$ cat config.mk
export PLATFORM = sky130hd
export DESIGN_NAME = rmt_cell
export DESIGN_NICKNAME = d
export VERILOG_FILES = /design/src/rtl/rmt_pkg.sv /design/src/rtl/rmt_cell.sv
export SDC_FILE = /design/constraint.sdc
export NUM_CORES = 1
export LEC_CHECK = 0
export ABC_AREA = 1
export BUFFER_PORTS_ARGS = -buffer_cell sky130_fd_sc_hd__buf_2
export CAP_MARGIN = 20
export CORE_MARGIN = 8
export CORE_UTILIZATION = 45
export CTS_BUF_LIST = sky130_fd_sc_hd__clkbuf_16
export DETAILED_ROUTE_END_ITERATION = 10
export GPL_TIMING_DRIVEN = 0
export PLACE_DENSITY_LB_ADDON = 0.05
export SLEW_MARGIN = 30
export SYNTH_ARGS = -nofsm -noshare
export SYNTH_HDL_FRONTEND = slang
export SYNTH_SLANG_ARGS = --single-unit
export TNS_END_PERCENT = 10
$ cat constraint.sdc
create_clock -name clk -period 4.38 [get_ports clk]
set_clock_uncertainty 0.1 [all_clocks]
set_input_delay 1.314 -clock clk [delete_from_list [all_inputs] [get_ports clk]]
set_output_delay 1.314 -clock clk [all_outputs]
set_load 0.02 [all_outputs]
$ cat src/rtl/rmt_pkg.sv
// Shared types and constants for the running median tracker.
`timescale 1ns / 1ps

package rmt_pkg;

    localparam int CAPACITY_DEF    = 64;
    localparam int VALUE_WIDTH_DEF = 32;

    // Opcode of an input transaction
    localparam logic OP_INSERT = 1'b0;
    localparam logic OP_REMOVE = 1'b1;

    typedef enum logic [1:0] {
        ST_DONE   = 2'd0,
        ST_ABSENT = 2'd1,
        ST_FULL   = 2'd2
    } status_t;

    // Command broadcast to every cell of the row
    typedef struct packed {
        logic ins;
        logic rem;
    } rmt_cmd_t;

endpackage

$ cat src/rtl/rmt_cell.sv
// One cell of the sorted row: holds one entry, compares it and shifts it.
`timescale 1ns / 1ps

module rmt_cell
    import rmt_pkg::*;
#(
    parameter int VALUE_WIDTH = VALUE_WIDTH_DEF,
    parameter int COUNT_W     = 7,
    parameter int INDEX       = 0
)
(
    input  logic                          clk,
    input  rmt_cmd_t                      cmd,
    input  logic        [COUNT_W-1:0]     count,
    input  logic signed [VALUE_WIDTH-1:0] key,
    input  logic signed [VALUE_WIDTH-1:0] left_value,
    input  logic                          left_gt,
    input  logic signed [VALUE_WIDTH-1:0] right_value,
    output logic signed [VALUE_WIDTH-1:0] cell_value,
    output logic                          gt,
    output logic                          eq
);

    localparam logic [COUNT_W-1:0] MY_INDEX = COUNT_W'(INDEX);

    logic signed [VALUE_WIDTH-1:0] value_reg;
    logic signed [VALUE_WIDTH-1:0] value_next;
    logic                          occupied;
    logic                          at_tail;
    logic                          ge;

    assign occupied   = (MY_INDEX < count);
    assign at_tail    = (MY_INDEX == count);
    assign gt         = occupied && (key < value_reg);
    assign ge         = occupied && !(value_reg < key);
    assign eq         = occupied && (value_reg == key);
    assign cell_value = value_reg;

    always_comb
    begin
        value_next = value_reg;
        if (cmd.ins)
        begin
            // make room: shift right behind the insert point
            if (left_gt)
            begin
                value_next = left_value;
            end
            else if (gt || at_tail)
            begin
                value_next = key;
            end
        end
        else if (cmd.rem && ge)
        begin
            // close the gap from the first match onwards
            value_next = right_value;
        end
    end

    always_ff @(posedge clk)
    begin
        value_reg <= value_next;
    end

endmodule

==> summary.txt <==
Detailed routing
  • Total length of routed wires: 7830 µm
  • Wire per inst: 14.3 µm
  • DRC: 0
  • 1st-iter DRT viols: 162
  • DR vias/cell: 4.88
  • Post-route ant nets: 0
  • Drt pass-1 iters: 4
  • Vias: 2681

Status
  • Status: finished, final reports clean

Yosys
  • Post-Syn Nets: 470
  • Post-synth top area share: 38.0%
  • Complex-gate fraction of the synthesized area: 16.7%
  • Simple-Gate Fraction of Synth Area: 20.7%
  • Sequential share of the synthesized area: 38.0%
  • Cell count after synthesis: 331
  • Syn Area/Cell: 7.64 µm²
  • Post-synth cell types: 23
  • Adder-Cell Fraction of Synth Area: 15.8%
  • Main combinational cell family by area after synthesis: simple AND/OR/NAND/NOR gates
  • Synthesized cell area: 2530 µm²
  • Cell taking the most area after synthesis: edfxtp_1
  • Post-Synth XOR/XNOR Area: 0%
  • Synthesis-stage register bit count: 32
  • Synth Warn #: 0
  • Post-synthesis mux area share: 0%
  • Area contributors post-synth: edfxtp_1, ha_1, o21ai_0, nand2_1, inv_1

Placement
  • Post-DP HPWL: 6330 µm
  • RD Place Congestion: 0.793
  • Setup Slack @ Placement: 125 ps
  • I/O Buffers: 140
  • Placement Cell Area: 3320 µm²

Global route
  • Largest net degree at the start of global routing: 33
  • Overflow after GRT: 0
  • GRT Total Usage: 19.1%
  • Initial antenna violation count: 0
  • First-pass GRT wire length: 13100 µm
  • Vias in the first global route: 2882

Clock network
  • Worst-path clk slew: 50 ps
  • Total CTS buffers: 5
  • Worst-case clock buffer depth: 2
  • CTS tree: done
  • Clock tree sinks: 32
  • Worst-Skew Late Latency: 270 ps
  • CTS H-tree lvls: 2
  • Root buf cell: clkbuf_16

Setup path
  • CP Data Required Time: 2970 ps
  • Crit-path max FO: 4
  • WS Path Type: in -> out
  • Crit. End Element: primary output
  • CP startpoint kind: input port
  • CP arrival: 2850 ps

Layout
  • ANT cells: 0
  • Layout cells sized above 1: 32.9%
  • Design Area, Final: 3460 µm²
  • Fill cells: 545
  • Final nets: 618
  • Largest register FFs: 32
  • Area delta synth->final: 36.7%

Power
  • Leak Pwr: 0.00183 µW
  • PD cells: 326 nW/µm²
  • Peak VDD IR: 0.192 mV

Die
  • Core area: 5470 µm²
  • Starting Density: 46.2%
  • Site Rows: 27
  • Chip height: 91.0 µm
  • Die area: 8280 µm²
  • Die Wd: 91.0 µm
  • IO Pins: 141

Timing
  • Slew HR: 52.6%
  • RSZ-0062 raised after global routing: false
  • Final hold violation count: 0
  • TNS Setup: 0 ps
  • Final Setup Violations: 0
  • Fmax: 234 MHz
  • Fin crit share: 97.4%
  • Min cycle time layout: 4270 ps
  • Final Slew Violations: 0
  • Final worst setup slack: 113 ps
  • Least-Margin Pin Slew: 710 ps

Run
  • Max capacitance violation total: 0

Hold path
  • Hold Path Class: in -> reg
worst paths after layout:
| path | startpoint | endpoint | slack [ps] | depth (start not counted) |
|---|---|---|---|---|
| min | right_value[31] | cell_value[31] | 1220 | 3 |
| max | key[31] | gt | 110 | 12 |
| min reg2reg | cell_value[31] | cell_value[2] | 1350 | 6 |
| max reg2reg | cell_value[31] | cell_value[23] | 1710 | 11 |
synth_stat cells:
cell type	number
nand2_1	68
o21ai_0	64
inv_1	45
nor2_1	41
edfxtp_1	32
ha_1	32
a21oi_1	14
clkbuf_1	12
nand4_1	4
nand2_2	2
nand3_1	2
nand3_2	2
o21a_1	2
o21ai_1	2
a21o_1	1
and2_1	1
clkinv_1	1
inv_2	1
nor2_2	1
nor2_4	1
nor3_1	1
nor4_1	1
nor4_2	1
critical path, stage by stage:
cell and delay [ps]:
buf_2 80, inv_1 40, ha_1 350, a21oi_1 190, o21a_1 150, nand2_1 60, a21oi_1 170, nand2_1 70
nand2_1 90, nand3_2 80, nor2_1 90, buf_2 180
where the power goes:
part	internal, µW	switching, µW	leakage [µW]
clock	200	116	0.0000616
combinational	145	240	0.00145
sequential	403	24.1	0.000320
total	748	380	0.00183
stage by stage:
step,hold slack [ps],total power (µW),util [%],std cells
6_report,1220,1130,63.2,549
5_1_grt,1230,1200,63.2,549
4_1_cts,1220,1140,63.0,548
3_5_place_dp,1350,817,60.7,543
3_3_place_gp,1490,808,60.7,543
2_1_floorplan,1410,665,-,331
logic make-up (layout without fill, tap and decap cells):
| family | Yosys count | after routing |
|---|---|---|
| simple gates | 125 | 125 |
| compound gates | 83 | 83 |
| buf+inv | 59 | 205 |
| fa+ha+maj | 32 | 32 |
| flops | 32 | 32 |
repair_timing:
action	4_1_cts	5_1_grt
hold buffers	0	0
setup buffers	0	1
setup endpoints to repair	0	1
resized for setup	0	2
area by class of cell:
| class | instances | area (µm²) | share of cell area (%) |
|---|---|---|---|
| plain buffers | 12 | 45.0 | 1.30 |
| clock buffers | 5 | 125 | 3.62 |
| inverters | 47 | 176 | 5.10 |
| multi-input cells | 240 | 1350 | 39.1 |
| flip-flops and latches | 32 | 961 | 27.8 |
| well taps | 72 | 90.1 | 2.60 |
| repair buffers | 141 | 708 | 20.5 |
cells in the final DEF, fill, tap and decap left out, types with 3 or more instances in the layout:
cell type | synthesis | layout
nand4_1 | 4 | 4
inv_1 | 45 | 44
o21ai_0 | 64 | 64
clkbuf_16 | 0 | 5
edfxtp_1 | 32 | 32
clkbuf_1 | 12 | 12
ha_1 | 32 | 32
a21oi_1 | 14 | 14
nor2_2 | 1 | 3
nor2_1 | 41 | 39
buf_2 | 0 | 140
nand2_1 | 68 | 68
routing by layer:
layer	track usage [%]	share of wire (%)
met1	21.7	43
met2	32.8	47
met3	7.16	8.3
met4	5.32	1.6
met5	0	0
Note: power is estimated with default switching activity, not from simulation.
